### src/rtl/mabs_pkg.sv
// shared constants, types and helpers for the moving average band signal block
package mabs_pkg;

  localparam int MAX_WINDOW    = 64;
  localparam int SAMPLE_BITS   = 32;
  localparam int LEN_BITS      = 7;
  localparam int SLOT_BITS     = $clog2(MAX_WINDOW);
  localparam int SUM_BITS      = 38;
  localparam int TOL_BITS      = 16;
  localparam int SIG_BITS      = 2;
  localparam int CFG_IDX_BITS  = 4;
  localparam int CFG_DATA_BITS = 16;
  localparam int LHS_BITS      = SAMPLE_BITS + LEN_BITS;
  localparam int FACTOR_BITS   = TOL_BITS + 1;
  localparam int PROD_BITS     = SUM_BITS + FACTOR_BITS;

  localparam logic [LEN_BITS-1:0]    LEN_RESET = LEN_BITS'(8);
  localparam logic [LEN_BITS-1:0]    LEN_MAX   = LEN_BITS'(MAX_WINDOW);
  localparam logic [TOL_BITS-1:0]    TOL_RESET = TOL_BITS'(3277);
  localparam logic [FACTOR_BITS-1:0] ONE_Q16   = FACTOR_BITS'(1) << TOL_BITS;

  // register indexes on the configuration port
  localparam logic [CFG_IDX_BITS-1:0] REG_WINDOW_LEN = CFG_IDX_BITS'(0);
  localparam logic [CFG_IDX_BITS-1:0] REG_TOLERANCE  = CFG_IDX_BITS'(1);

  // signal codes
  localparam logic [SIG_BITS-1:0] SIG_NONE = SIG_BITS'(0);
  localparam logic [SIG_BITS-1:0] SIG_BUY  = SIG_BITS'(1);
  localparam logic [SIG_BITS-1:0] SIG_SELL = SIG_BITS'(2);

  // item leaving the window stage, sum is the running sum after this sample
  typedef struct packed {
    logic                   valid;
    logic [SAMPLE_BITS-1:0] newest;
    logic [LEN_BITS-1:0]    len;
    logic [TOL_BITS-1:0]    tol;
    logic [SUM_BITS-1:0]    sum;
  } win_item_t;

  // zero means one, anything above the ring depth saturates
  function automatic logic [LEN_BITS-1:0] eff_len(input logic [LEN_BITS-1:0] wl);
    logic [LEN_BITS-1:0] r;
    if (wl == '0) r = LEN_BITS'(1);
    else if (wl > LEN_MAX) r = LEN_MAX;
    else r = wl;
    return r;
  endfunction

endpackage

### src/rtl/mabs_window.sv
// sample ring, fill tracking and running sum
module mabs_window import mabs_pkg::*; (
  input  logic                   clk,
  input  logic                   rst,
  input  logic                   advance,
  input  logic                   take,
  input  logic [SAMPLE_BITS-1:0] sample,
  input  logic                   restart,
  input  logic [LEN_BITS-1:0]    len,
  input  logic [TOL_BITS-1:0]    tol,
  output win_item_t              item
);

  logic [SAMPLE_BITS-1:0] ring [MAX_WINDOW];
  logic [SAMPLE_BITS-1:0] old_sample;

  logic [LEN_BITS-1:0]  fill_count;
  logic [LEN_BITS-1:0]  fill_count_next;
  logic [SLOT_BITS-1:0] write_slot;
  logic [SLOT_BITS-1:0] write_slot_next;
  logic [SLOT_BITS-1:0] slot;
  logic [LEN_BITS-1:0]  slot_inc;
  logic                 full;
  logic                 has_result;

  logic                   s1_valid;
  logic                   s1_sub;
  logic                   s1_res;
  logic [SAMPLE_BITS-1:0] s1_newest;
  logic [LEN_BITS-1:0]    s1_len;
  logic [TOL_BITS-1:0]    s1_tol;

  logic                   s2_valid;
  logic [SAMPLE_BITS-1:0] s2_newest;
  logic [LEN_BITS-1:0]    s2_len;
  logic [TOL_BITS-1:0]    s2_tol;
  logic [SUM_BITS-1:0]    running_sum;
  logic [SAMPLE_BITS-1:0] drop;

  always_comb begin
    slot            = (LEN_BITS'(write_slot) < len) ? write_slot : '0;
    slot_inc        = LEN_BITS'(slot) + LEN_BITS'(1);
    write_slot_next = (slot_inc >= len) ? '0 : slot_inc[SLOT_BITS-1:0];
    full            = (fill_count >= len);
    fill_count_next = full ? len : fill_count + LEN_BITS'(1);
    has_result      = (fill_count_next >= len);
  end

  // read-first ring: old entry comes out as the new one goes in
  always_ff @(posedge clk) begin
    if (take) begin
      old_sample <= ring[slot];
      ring[slot] <= sample;
    end
  end

  always_ff @(posedge clk) begin
    if (rst) begin
      fill_count <= '0;
      write_slot <= '0;
      s1_valid   <= 1'b0;
    end else begin
      if (restart) begin
        fill_count <= '0;
        write_slot <= '0;
      end else if (take) begin
        fill_count <= fill_count_next;
        write_slot <= write_slot_next;
      end
      if (advance) s1_valid <= take;
    end
  end

  always_ff @(posedge clk) begin
    if (take) begin
      s1_sub    <= full;
      s1_res    <= has_result;
      s1_newest <= sample;
      s1_len    <= len;
      s1_tol    <= tol;
    end
  end

  assign drop = s1_sub ? old_sample : '0;

  always_ff @(posedge clk) begin
    if (rst) begin
      running_sum <= '0;
      s2_valid    <= 1'b0;
    end else begin
      if (restart) begin
        running_sum <= '0;
      end else if (advance && s1_valid) begin
        running_sum <= running_sum - SUM_BITS'(drop) + SUM_BITS'(s1_newest);
      end
      if (advance) s2_valid <= s1_valid && s1_res;
    end
  end

  always_ff @(posedge clk) begin
    if (advance) begin
      s2_newest <= s1_newest;
      s2_len    <= s1_len;
      s2_tol    <= s1_tol;
    end
  end

  assign item = '{valid: s2_valid, newest: s2_newest, len: s2_len, tol: s2_tol,
                  sum: running_sum};

endmodule

### config.mk
export PLATFORM = sky130hd
export DESIGN_NAME = mabs_window
export DESIGN_NICKNAME = d
export VERILOG_FILES = /design/src/rtl/mabs_pkg.sv /design/src/rtl/mabs_window.sv
export SDC_FILE = /design/constraint.sdc
export NUM_CORES = 2
export LEC_CHECK = 0
export BUFFER_PORTS_ARGS = -buffer_cell sky130_fd_sc_hd__buf_2
export CELL_PAD_IN_SITES_DETAIL_PLACEMENT = 0
export CELL_PAD_IN_SITES_GLOBAL_PLACEMENT = 1
export CORE_ASPECT_RATIO = 0.5
export CORE_MARGIN = 1
export CORE_UTILIZATION = 40
export CTS_BUF_LIST = sky130_fd_sc_hd__clkbuf_16
export DETAILED_ROUTE_END_ITERATION = 10
export PLACE_DENSITY = 0.62
export SETUP_SLACK_MARGIN = 0.3
export SLEW_MARGIN = 20
export SYNTH_ARGS = -nofsm -noshare
export SYNTH_HDL_FRONTEND = slang
export SYNTH_SLANG_ARGS = --single-unit
### constraint.sdc
create_clock -name clk -period 6.75 [get_ports clk]
set_clock_uncertainty 0.05 [all_clocks]
set_input_delay 1.6875 -clock clk [delete_from_list [all_inputs] [get_ports clk]]
set_output_delay 1.6875 -clock clk [all_outputs]
set_load 0.05 [all_outputs]
After elaboration in Yosys (flattened, before gate mapping). Memories as Yosys holds them, arrays and structs flattened. A register that Yosys moved wholly into a read port is not among the register bits. Index checks and enable logic that the tools add are counted.

$add $sub $neg: 4. Magnitude comparators: 4. Multiplexer cells: 6. Reduce and logical (&&, ||, !) cells: 3.

Operators by type and width (number): $add A38 B32 Y38 (1); $sub A38 B32 Y38 (1); $mux W32 (1); $ge A7 B7 Y1 (3); $mux W6 (2); $add A6 B1 Y7 const B (1); $add A7 B1 Y7 const B (1); $lt A6 B7 Y1 (1); $mux W7 (1); $logic_and A1 B1 Y1 (2); $mux W1 (2); $reduce_or A2 Y1 (1).

Register bits: 165. RAM bits: 2048. Logic and storage cells: 31. Memories kept: 1.

Memory list: ring (words 64, width 32, rd ports 1, clocked after memory_dff 1, wr ports 1, line mabs_window.sv:14) `logic [SAMPLE_BITS-1:0] ring [MAX_WINDOW];`.

Logic depth before layout (Yosys ltp).
Word-level depth: 5. Depth in mapped cells: 23. Mapped depth without buffers: 21.

Worst setup path before layout. No wires, ideal clock.

Path type: input to register. Start: input len[4]. End: memory ring[17][0] (enable). Setup time: 0.421 ns. Data arrival time: 5.122 ns. Slack: 1.157 ns. Cell stages on the path: 13. Path buffers: 4. Path through: inv_1 > ha_1 > a21o_1 > a21oi_1 > nor2_1 > a211o_1 > buf_6 > inv_2 > buf_2 > buf_2 > buf_2 > nand3_1 > nor2_1.

Cells in the longest elaborated chain, start to end: 2.

RTL lines: from (decl) (line mabs_window.sv:9) `input logic [LEN_BITS-1:0] len,`; $lt A6 B7 Y1 (line mabs_window.sv:41) `slot = (LEN_BITS'(write_slot) < len) ? write_slot : '0;`; $mux W6 (line mabs_window.sv:41); to (decl) (line mabs_window.sv:14).

No other way between the ends.

Worst setup path in the final report.
Start: input len[4]. End: register old_sample[26], read port of ring, data pin.

Cells in the longest elaborated chain, start to end: 2.

RTL lines: $lt A6 B7 Y1 (line mabs_window.sv:41); $mux W6 (line mabs_window.sv:41); to (decl) (line mabs_window.sv:15) `logic [SAMPLE_BITS-1:0] old_sample;`.

No other way between the ends. A chain may end at the register's enable or synchronous reset.

==> impl_results.md <==
- Total gr overflow: 0
- Worst Path Buf+Inv: 6
- Worst path required time: 7.34 ns
- Most common cell in the netlist: edfxtp_1
- Core area: between 0.2 and 0.25 sq mm
- Most used cell, CP: buf_12
- Final Max Slew Viols: 0
- Clock power frac: between 40% and 50%
- Synth async-reset ratio: 0%
- Net switching power: 0.00623 W
- Largest net degree at the start of global routing: 95
- Failing checks: antenna violations
- Slowest cell on crit path: nor4_1
- Path type of the worst setup path: in -> reg
- Share of cells above drive strength 1: between 10% and 20%
- Sequential cell fraction of total power: 54.7%
- Drt total wl: 308000 microns
- Die H: approximately 330 microns
- Warnings, synthesis: 0
- Sequential share of the synthesized area: 77.6%
- Total vias in the final route: between 50k and 60k
- Leak: 31.7 nW
- Post-CTS sizing: 0
- Mapped Cells: approximately 5.4k
- Die footprint: 0.217 sq mm
- Unique cell type count in the Yosys netlist: 69
- Gr usage total: 27.7%
- Hold Buf Count CTS: 0
- Synth top area cells: edfxtp_1 76%, a22oi_1 3.9%, a21oi_1 2.5%
- Initial antenna violation count: 28
- Worst Hold Class: reg -> reg
- Family with the most delay on the worst path: simple AND/OR/NAND/NOR gates
- Total of max-cap violations: 0
- DRT antenna net count: 1
- Number of fill cells: ~18k
- Area Overhead vs Synth: 15.5%
- Dominant cell type by area after synthesis: edfxtp_1
- Final net count: between 5k and 6k
- Residual DRC: 0
- Final Hold Viols: 0
- Maximum clock path buffer count: 4
- CTS Buf Count: roughly 210
- Initial DRC Count: 9944
- Worst Path Max Fanout: 31
- Routed WL per cell: around 35 microns
- CP startpoint kind: input port
- Utilization after layout: 46.5%
- Hold path startpoint: s1_tol[5]
- Cell Chain, Critical Path: buf_2, inv_1, ha_1, a21o_1, a21oi_1, nor2_1, a21o_1, nor3_2, buf_12, buf_12, buf_12, a22oi_1, a21oi_1, nor4_1, nand4_1, buf_4
- Combinational Power Share: 4.4%
- TritonRoute pass-1 iters: 8
- Max stage delay on crit path: roughly 1.0 ns
- CP endpoint kind: flop
- Vias/cell: around 6.2
- GP Congestion: 0.867
- CTS tree: built
- IO Pins: 154
- Synth Flop Type: edfxtp_1
- Synth cell count leaders: 2192 x edfxtp_1, 499 x nand2_1, 448 x a22oi_1
- Pwr/cell area: about 280 mW/mm^2
- Clk slew on worst S/H paths: about 0.070 ns
- First-pass GRT wire length: 419000 microns
- # H-tree levels: 4
- # port buffers: 153
- Syn nets: 5538
- Period utilization: 80.3%
- Switch share: roughly 22%
- Final setup fails: 0
- VDD IR max: 0.000207 V
- Cell Area, Synth: approximately 0.086 sq mm
- Crit path launch: len[4]
- Hold Slack: approximately 0.37 ns
- Post-CTS Setup Bufs: 0
- F_max: 184 MHz
- Standard-cell row count: 120
- Clk root buf: clkbuf_16
- Status: finished with violations
- Internal: 0.0221 W
- Reg2Reg Launch Point: write_slot[4]
- Max_slew headroom: 10.2%
- Vias in the first global route: 51.8k
- Arrival time worst endpoint: 6.01 ns
- Number of synthesized flops with an enable pin: between 2k and 2.5k
- Least-Margin Pin Slew: ~1.3 ns
- Detailed placement HPWL: 182000 microns
- Minimum clock period: 5.42 ns
- Synthesized area per cell: ~16 sq um
- CTS Sinks: 2245
- Starting Density: 40.3%
- Clk_lat worst skew: roughly 0.87 ns
- FF+latch count, synth: 2245
- Synth top area share: about 76%
- Die W: approximately 660 microns
- RSZ-0062 raised after global routing: no
[layer usage]
| metal | wire length [microns] | track usage (%) | vias up |
|---|---|---|---|
| met1 | 127000 | 40.5 | 28600 |
| li1 | - | - | 22200 |
| met3 | 39600 | 7.39 | 508 |
| met5 | 77 | 0 | - |
| met4 | 7320 | 6.36 | 12 |
| met2 | 134000 | 41.3 | 3631 |
[cell families (layout without fill, tap and decap cells)]
logic type                 after synthesis  count (layout)  share of synthesized area, %
DFF                                   2245            2245                          77.6
AOI/OAI and AO/OA                     1395            1395                          11.1
and+or+nand+nor                        998             998                          5.26
buffers and inverters                  481            1010                          2.37
muxes                                  124             124                          1.52
adders and majority gates               98              98                          1.70
xor gates and xnor gates                39              39                         0.397
other                                    0              28                             0
[path summary, 6_finish.rpt]
path               endpoint  slack, ns  cells past startpoint
max          old_sample[26]       1.33                     16
min               s2_tol[5]       0.37                      0
max reg2reg  old_sample[26]       1.71                     14
min reg2reg       s2_tol[5]       0.37                      0
[final cells by class]
class	instances	area, sq um	share of cell area, %
Tap cell	2867	3590	3.60
Sequential cell	2245	66900	67.2
Timing Repair Buffer	477	3960	3.98
Clock inverter	163	1190	1.20
Inverter	159	599	0.602
Multi-Input combinational cell	2654	17900	18.0
Clock buffer	211	5280	5.31
Antenna cell	28	70.1	0.0704
[registers in the layout, summed over array words and instances (netlist names)]
register	flops
ring	2048
running_sum	38
old_sample	32
s1_newest	32
s2_newest	32
s1_tol	16
s2_tol	16
fill_count	7
s1_len	7
s2_len	7
write_slot	6
s1_res	1
s1_sub	1
s1_valid	1
s2_valid	1
[layout by cell type (no fill, tap or decap), types with 42 or more instances in the layout]
| cell | n |
|---|---|
| dfxtp_1 | 51 |
| ha_1 | 66 |
| nand4_1 | 43 |
| nand2_1 | 495 |
| nor2_1 | 87 |
| a222oi_1 | 146 |
| buf_4 | 276 |
| buf_12 | 57 |
| mux2_2 | 46 |
| a21oi_1 | 426 |
| inv_1 | 191 |
| mux2i_1 | 77 |
| a22oi_1 | 448 |
| o22ai_1 | 148 |
| nor3_1 | 64 |
| clkinv_1 | 55 |
| nor4_1 | 55 |
| clkbuf_16 | 211 |
| edfxtp_1 | 2192 |
| buf_2 | 140 |
| and2_1 | 42 |
| nor2_4 | 68 |
[power groups by stage]
stage	registers (W)	clock network (W)	logic [W]
2_1_floorplan	0.0158	0	0.000569
3_3_place_gp	0.0158	0	0.00121
3_5_place_dp	0.0158	0	0.00123
4_1_cts	0.0155	0.0116	0.00124
5_1_grt	0.0155	0.0121	0.00134
6_report	0.0155	0.0115	0.00125
[through the flow]
| step | worst slack (ns) | instance area (sq um) | power, W | std cells | TNS (ns) |
|---|---|---|---|---|---|
| after global routing | 1.37 | 99400 | 0.0290 | 8778 | 0 |
| final | 1.33 | 99500 | 0.0283 | 8804 | 0 |
| after global placement | -0.404 | 92700 | 0.0170 | 8390 | -0.836 |
| after CTS | 1.60 | 99400 | 0.0283 | 8776 | 0 |
| after detailed placement | 0.701 | 93000 | 0.0170 | 8402 | 0 |
| after floorplan | 1.16 | 86100 | 0.0164 | 5380 | 0 |
Power figures use the tool's default switching activity.
