$ cat src/rtl/mabs_pkg.sv
// shared constants, types and helpers for the moving average band signal block
package mabs_pkg;

  localparam int MAX_WINDOW    = 64;
  localparam int SAMPLE_BITS   = 32;
  localparam int LEN_BITS      = 7;
  localparam int SLOT_BITS     = $clog2(MAX_WINDOW);
  localparam int SUM_BITS      = 38;
  localparam int TOL_BITS      = 16;
  localparam int SIG_BITS      = 2;
  localparam int CFG_IDX_BITS  = 4;
  localparam int CFG_DATA_BITS = 16;
  localparam int LHS_BITS      = SAMPLE_BITS + LEN_BITS;
  localparam int FACTOR_BITS   = TOL_BITS + 1;
  localparam int PROD_BITS     = SUM_BITS + FACTOR_BITS;

  localparam logic [LEN_BITS-1:0]    LEN_RESET = LEN_BITS'(8);
  localparam logic [LEN_BITS-1:0]    LEN_MAX   = LEN_BITS'(MAX_WINDOW);
  localparam logic [TOL_BITS-1:0]    TOL_RESET = TOL_BITS'(3277);
  localparam logic [FACTOR_BITS-1:0] ONE_Q16   = FACTOR_BITS'(1) << TOL_BITS;

  // register indexes on the configuration port
  localparam logic [CFG_IDX_BITS-1:0] REG_WINDOW_LEN = CFG_IDX_BITS'(0);
  localparam logic [CFG_IDX_BITS-1:0] REG_TOLERANCE  = CFG_IDX_BITS'(1);

  // signal codes
  localparam logic [SIG_BITS-1:0] SIG_NONE = SIG_BITS'(0);
  localparam logic [SIG_BITS-1:0] SIG_BUY  = SIG_BITS'(1);
  localparam logic [SIG_BITS-1:0] SIG_SELL = SIG_BITS'(2);

  // item leaving the window stage, sum is the running sum after this sample
  typedef struct packed {
    logic                   valid;
    logic [SAMPLE_BITS-1:0] newest;
    logic [LEN_BITS-1:0]    len;
    logic [TOL_BITS-1:0]    tol;
    logic [SUM_BITS-1:0]    sum;
  } win_item_t;

  // zero means one, anything above the ring depth saturates
  function automatic logic [LEN_BITS-1:0] eff_len(input logic [LEN_BITS-1:0] wl);
    logic [LEN_BITS-1:0] r;
    if (wl == '0) r = LEN_BITS'(1);
    else if (wl > LEN_MAX) r = LEN_MAX;
    else r = wl;
    return r;
  endfunction

endpackage

$ cat src/rtl/mabs_band.sv
// band products, compare and result register
module mabs_band import mabs_pkg::*; (
  input  logic                clk,
  input  logic                rst,
  input  logic                advance,
  input  win_item_t           item,
  output logic                out_valid,
  output logic [SUM_BITS-1:0] window_sum,
  output logic [SIG_BITS-1:0] signal
);

  logic [FACTOR_BITS-1:0] lo_factor;
  logic [FACTOR_BITS-1:0] hi_factor;

  logic                 s3_valid;
  logic [LHS_BITS-1:0]  s3_lhs;
  logic [PROD_BITS-1:0] s3_lo;
  logic [PROD_BITS-1:0] s3_hi;
  logic [SUM_BITS-1:0]  s3_sum;

  logic [PROD_BITS-1:0] lhs_q16;
  logic [SIG_BITS-1:0]  sig;

  assign lo_factor = ONE_Q16 - FACTOR_BITS'(item.tol);
  assign hi_factor = ONE_Q16 + FACTOR_BITS'(item.tol);

  always_ff @(posedge clk) begin
    if (rst) s3_valid <= 1'b0;
    else if (advance) s3_valid <= item.valid;
  end

  always_ff @(posedge clk) begin
    if (advance) begin
      s3_lhs <= LHS_BITS'(item.newest) * LHS_BITS'(item.len);
      s3_lo  <= PROD_BITS'(item.sum) * PROD_BITS'(lo_factor);
      s3_hi  <= PROD_BITS'(item.sum) * PROD_BITS'(hi_factor);
      s3_sum <= item.sum;
    end
  end

  // newest*len scaled by 2^16 against the two band edges
  always_comb begin
    lhs_q16 = {PROD_BITS'(s3_lhs)} << TOL_BITS;
    if (s3_sum == '0) sig = SIG_NONE;
    else if (lhs_q16 < s3_lo) sig = SIG_BUY;
    else if (lhs_q16 > s3_hi) sig = SIG_SELL;
    else sig = SIG_NONE;
  end

  always_ff @(posedge clk) begin
    if (rst) out_valid <= 1'b0;
    else if (advance) out_valid <= s3_valid;
  end

  always_ff @(posedge clk) begin
    if (advance) begin
      window_sum <= s3_sum;
      signal     <= sig;
    end
  end

endmodule

$ cat config.mk
export PLATFORM = sky130hd
export DESIGN_NAME = mabs_band
export DESIGN_NICKNAME = d
export VERILOG_FILES = /design/src/rtl/mabs_pkg.sv /design/src/rtl/mabs_band.sv
export SDC_FILE = /design/constraint.sdc
export NUM_CORES = 2
export LEC_CHECK = 0
export BUFFER_PORTS_ARGS = -buffer_cell sky130_fd_sc_hd__buf_2
export CAP_MARGIN = 5
export CORE_ASPECT_RATIO = 1.25
export CORE_MARGIN = 5
export CORE_UTILIZATION = 45
export CTS_CLUSTER_SIZE = 28
export DETAILED_ROUTE_END_ITERATION = 8
export GPL_TIMING_DRIVEN = 0
export MAX_ROUTING_LAYER = met4
export PLACE_DENSITY_LB_ADDON = 0.12
export SYNTH_ARGS = -nofsm -noshare
export SYNTH_HDL_FRONTEND = slang
export SYNTH_SLANG_ARGS = --single-unit
$ cat constraint.sdc
create_clock -name clk -period 6.8 [get_ports clk]
set_input_delay 0 -clock clk [delete_from_list [all_inputs] [get_ports clk]]
set_output_delay 0 -clock clk [all_outputs]
set_load 0.005 [all_outputs]
# --- After elaboration in Yosys (flattened, before gate mapping) ---
# Index checks and enable logic that the tools add are counted.
word_totals:
  reg_bits: 229
  latch_bits: 0
  ramBits: 0
  romBits: 0
  out_inout_bits: 41
  wordCells: 20
  mem_count: 0
classes:
  n_addsub: 2
  multipliers: 3
  div_mod_pow: 0
  n_lt_le_gt_ge: 2
  eq_ne: 0
  n_shift: 0
  n_mux: 2
  bitwise_logic: 0
  n_reduce_logical: 2
op_table:
  columns: ["op", "n"]
  rows:
  - ["38-bit by 17-bit multiplier with 55-bit output", 2]
  - ["55-bit greater-than comparator", 1]
  - ["55-bit less-than comparator", 1]
  - ["32-bit by 7-bit multiplier with 39-bit output", 1]
  - ["38-bit logical NOT", 1]
  - ["17-bit by 16-bit adder with 17-bit output (first input constant)", 1]
  - ["17-bit by 16-bit subtractor with 17-bit output (first input constant)", 1]
  - ["2-bit two-way mux", 1]
  - ["2-bit OR reduction", 1]
  - ["1-bit two-way mux", 1]

# --- Depth between registers and ports, before layout ---
depth:
  ltp_word: 3
  mapped_depth: 32
  depth_no_buf: 28

# --- Worst setup path after synthesis ---
# OpenSTA, ideal clock, no wires.
synth_timing:
  path_type: "input to register"
  from: "in item[38] (netlist name)"
  to: "reg s3_lo[51], data pin"
  t_arrival_ns: 6.977
  required_ns: 6.537
  path_slack_ns: -0.440
  path_stages: 31
  n_path_buf: 4
  path_cell_list: "clkbuf_1 > clkbuf_1 > inv_1 > ha_1 > nand3_1 > nor3_1 > xnor2_1 > clkbuf_1 > clkbuf_1 > nand2_1 > fa_1 > inv_1 > fa_1 > inv_1 > fa_1 > inv_1 > fa_1 > fa_1 > inv_1 > fa_1 > inv_1 > ha_1 > a21o_1 > a211o_1 > a41o_1 > a221oi_2 > o21ai_2 > a31oi_4 > o211ai_1 > a31oi_1 > xnor2_1"
synth_between:
  elab_chain_len: 2
synth_rtl:
  columns: ["element", "line", "source"]
  rows:
  - ["start, declared", "mabs_band.sv:6", "input win_item_t item,"]
  - ["17-bit by 16-bit subtractor with 17-bit output", "mabs_band.sv:24", "assign lo_factor = ONE_Q16 - FACTOR_BITS'(item.tol);"]
  - ["38-bit by 17-bit multiplier with 55-bit output", "mabs_band.sv:35", "s3_lo <= PROD_BITS'(item.sum) * PROD_BITS'(lo_factor);"]
  - ["end signal, assigned", "mabs_band.sv:35", null]
  - ["end, declared", "mabs_band.sv:17", "logic [PROD_BITS-1:0] s3_lo;"]
# Every way passes these cells.
# A chain may end at the register's enable or synchronous reset.

# --- Final worst setup path ---
layout_timing:
  from: "in item[45] (netlist name)"
  to: "reg s3_lo[52], data pin"
# Same word-level chain as after synthesis.

==> qor.json <==
{
  "worst_setup_path_end_kind": {"value": "flip-flop"},
  "area_delta_synth_final": {"value": 10.8, "unit": "%"},
  "setup-tns-final": {"value": -1.76, "unit": "ns"},
  "grt_first_pass_wirelength": {"value": 290000, "unit": "um"},
  "critical_path.startpoint_type": {"value": "primary input"},
  "grt_setup_unrepaired": {"value": "true"},
  "max-clock-path-buffers": {"value": 3},
  "finClkSkew": {"value": 0.0143, "unit": "ns"},
  "startpoint_of_the_most_critical_hold_path": {"value": "item[1]"},
  "synth.yosys.seq_area_share": {"value": 12.1, "unit": "%"},
  "detailroute.via_count": {"value": 42700},
  "cap_violations": {"value": 0},
  "placementRows": {"value": 145},
  "grt_start_max_net_pins": {"value": 117},
  "critical_path.reg2reg.startpoint": {"value": "s3_lhs[1]"},
  "synth_enable_flop_cells": {"value": 226},
  "floorplan.initialDensity": {"value": 45.2, "unit": "%"},
  "place_congestion": {"value": 0.979},
  "nets": {"value": 8143},
  "worst-endpoint-required": {"value": 7.15, "unit": "ns"},
  "grtUsageTotal": {"value": 30.2, "unit": "%"},
  "max_slew.worst_pin.slew": {"value": 1.16, "unit": "ns"},
  "synth_area": {"value": 0.0564, "unit": "sq mm"},
  "clockRootBuffer": {"value": "sky130_fd_sc_hd__clkbuf_16"},
  "cp.arrival": {"value": 7.40, "unit": "ns"},
  "route.detailed.wl_per_inst": {"value": 23.8, "unit": "um"},
  "antenna_found_initial": {"value": 3},
  "worstReg2RegEnd": {"value": "signal[0]"},
  "synthesis.area_per_instance": {"value": 9.17, "unit": "sq um"},
  "critPathKind": {"value": "in2reg"},
  "cpMaxStageDelayCell": {"value": "sky130_fd_sc_hd__fa_2"},
  "postRouteAntennaNets": {"value": 0},
  "via_count_of_the_first_global_routing_pass": {"value": 45600},
  "die_area": {"value": 0.133, "unit": "sq mm"},
  "cts-buffers-inserted": {"value": 28},
  "cts_sinks": {"value": 228},
  "final-setup-viol-count": {"value": 14},
  "fmax": {"value": 0.142, "unit": "GHz"},
  "path_max_fanout": {"value": 7},
  "min_period_over_period": {"value": 104, "unit": "%"},
  "status": {"value": "finished with violations"},
  "violations": {"value": "setup timing"},
  "yosys_most_used_dff": {"value": "sky130_fd_sc_hd__edfxtp_1"},
  "route.detailed.vias_per_inst": {"value": 5.29},
  "clk_lat_worst_skew": {"value": 0.62, "unit": "ns"},
  "worst_slew_margin_rel": {"value": 23.0, "unit": "%"},
  "worstHoldPathCells": {"value": 3},
  "synthTopCellsByArea": {"value": "sky130_fd_sc_hd__fa_1, sky130_fd_sc_hd__edfxtp_1, sky130_fd_sc_hd__inv_1, sky130_fd_sc_hd__ha_1, sky130_fd_sc_hd__nand2_1"},
  "hold-path-endpoint": {"value": "s3_lo[1]"},
  "top_level_ports": {"value": 138},
  "synth_top_area_share": {"value": 43.5, "unit": "%"},
  "hold_viol_final": {"value": 0},
  "layout_setup_ws": {"value": -0.243, "unit": "ns"},
  "cts_max_level": {"value": 1},
  "ys_ff_latch": {"value": 228},
  "setup_slack_on_the_worst_flop_to_flop_path": {"value": 2.90, "unit": "ns"},
  "yosysWarningCount": {"value": 0},
  "cts_tree": {"value": "yes"},
  "period_minus_slack": {"value": 7.04, "unit": "ns"},
  "drt_pre_antenna_iters": {"value": 6},
  "globalRoute.totalOverflow": {"value": 0},
  "final-max-slew-violation-count": {"value": 0},
  "count_of_cell_types_in_the_netlist": {"value": 83},
  "synth_area_leader_cell": {"value": "sky130_fd_sc_hd__fa_1"},
  "design.core.area": {"value": 0.125, "unit": "sq mm"},
  "drt_wl_total": {"value": 192000, "unit": "um"},
  "clkTransAtPathRegs": {"value": 0.06, "unit": "ns"},
  "die_height": {"value": 406, "unit": "um"},
  "worst_path_largest_cell_delay": {"value": 0.66, "unit": "ns"},
  "mappedNetlistNets": {"value": 7868},
  "die_w": {"value": 327, "unit": "um"},
  "postSynth.asyncResetShare": {"value": 0, "unit": "%"},
  "layout-drive-gt1-share": {"value": 8.22, "unit": "%"},
  "drt_first_iter_violations": {"value": 2977},
  "worst-r2r-cell-count": {"value": 10},
  "synth_cells": {"value": 6150},
  "drc": {"value": 0},
  "dp_hpwl": {"value": 160000, "unit": "um"},
  "port_buffers": {"value": 135},
  "min_delay_path_class": {"value": "in2reg"}
}
==> final cells by class <==
type	instances	area, sq um
well taps	1617	2020
fillers	12100	62300
clock inverters	18	143
multi-input cells	4120	43600
flip-flops and latches	228	6830
repair buffers	255	1880
clock buffers	34	785
diodes	4	10.0
inverters	1496	5620
plain buffers	296	1570
==> cells in the final DEF (no fill, tap or decap), types with 10 or more instances in the layout <==
master,n
sky130_fd_sc_hd__o21ai_1,10
sky130_fd_sc_hd__inv_1,1483
sky130_fd_sc_hd__buf_12,13
sky130_fd_sc_hd__nor2_1,89
sky130_fd_sc_hd__dlygate4sd3_1,44
sky130_fd_sc_hd__a21o_1,128
sky130_fd_sc_hd__o21a_1,17
sky130_fd_sc_hd__nor3_1,21
sky130_fd_sc_hd__nand2_1,1093
sky130_fd_sc_hd__and2_1,429
sky130_fd_sc_hd__a211oi_1,10
sky130_fd_sc_hd__edfxtp_1,226
sky130_fd_sc_hd__clkbuf_8,17
sky130_fd_sc_hd__and3_1,20
sky130_fd_sc_hd__clkbuf_16,32
sky130_fd_sc_hd__nand4_1,38
sky130_fd_sc_hd__buf_4,62
sky130_fd_sc_hd__nor2b_1,17
sky130_fd_sc_hd__a21oi_1,137
sky130_fd_sc_hd__a31oi_1,16
sky130_fd_sc_hd__clkbuf_4,16
sky130_fd_sc_hd__inv_2,13
sky130_fd_sc_hd__fa_1,1217
sky130_fd_sc_hd__and2_4,10
sky130_fd_sc_hd__fa_2,10
sky130_fd_sc_hd__o21bai_1,19
sky130_fd_sc_hd__xor2_1,40
sky130_fd_sc_hd__buf_6,10
sky130_fd_sc_hd__clkbuf_2,55
sky130_fd_sc_hd__buf_2,139
sky130_fd_sc_hd__clkbuf_1,187
sky130_fd_sc_hd__xnor2_1,95
sky130_fd_sc_hd__nand3_1,34
sky130_fd_sc_hd__ha_1,371
sky130_fd_sc_hd__ha_4,17
sky130_fd_sc_hd__nor4_1,18
sky130_fd_sc_hd__o21ai_0,62
==> critical path, delay by kind of cell <==
family	cells	cell delay [ns]
fa+ha+maj	7	3.49
simple gates	7	1.69
buf+inv	10	1.13
compound gates	5	0.79
xor+xnor	2	0.26
==> state kept, by name, indices dropped and copies added, names as in the netlist <==
name / flops
s3_lhs: 39
out_valid: 1
s3_valid: 1
signal: 2
s3_lo: 55
s3_sum: 38
window_sum: 38
s3_hi: 54
==> logic make-up (layout without fill, tap and decap cells) <==
family	count (synthesis)	in the layout	share of synthesized area [%]
mux	4	4	0.0732
fa+ha+maj	1621	1621	52.3
compound gates	515	515	6.21
xor+xnor	144	144	2.24
buf+inv	1802	2099	12.0
simple gates	1836	1836	15.1
other cells	0	4	0
flops	228	228	12.1
==> repair_timing <==
item,4_1_cts,5_1_grt
buffers inserted,63,10
gates resized for setup,227,124
hold endpoints to repair,51,1
hold buffers,43,1
pin swaps,61,25
setup endpoints to repair,71,45
==> metrics by stage <==
step	cells	utilization (%)	worst slack, ns	area, sq um	hold slack [ns]
4_1_cts	8058	49.8	-0.214	62100	-0.265
2_1_floorplan	6150	-	-0.0765	56600	0.0724
3_5_place_dp	7906	47.6	-3.46	59400	0.176
6_report	8068	50.1	-0.243	62500	0.0483
3_3_place_gp	7902	47.5	-3.46	59300	0.174
5_1_grt	8064	50.1	-0.385	62500	0.0852
==> Yosys cell counts (73+ instances only) <==
cell and number:
sky130_fd_sc_hd__inv_1 1496, sky130_fd_sc_hd__fa_1 1227, sky130_fd_sc_hd__nand2_1 1098, sky130_fd_sc_hd__and2_1 439, sky130_fd_sc_hd__ha_1 394, sky130_fd_sc_hd__clkbuf_1 286
sky130_fd_sc_hd__edfxtp_1 226, sky130_fd_sc_hd__a21oi_1 147, sky130_fd_sc_hd__a21o_1 128, sky130_fd_sc_hd__xnor2_1 101, sky130_fd_sc_hd__nor2_1 94, sky130_fd_sc_hd__o21ai_0 73
==> worst max-delay path by stage <==
stage | start | endpoint | slack, ns
3_5_place_dp | item[39] | s3_lo[51] | -3.46
4_1_cts | item[45] | s3_lo[51] | -0.21
3_3_place_gp | item[39] | s3_lo[51] | -3.46
2_1_floorplan | item[44] | s3_lo[52] | -0.08
5_1_grt | item[45] | s3_lo[53] | -0.39
6_report | item[45] | s3_lo[52] | -0.24
==> layer usage <==
layer,vias up,wire (um),global-route usage [%]
met4,0,12200,14.1
li1,18900,-,-
met1,21800,77300,38.5
met3,382,14800,4.85
met2,1685,87500,47.6
met5,-,0,-
Power is not shown: default switching activity piles up to over one toggle a cycle in this logic, so the estimate is an artifact.
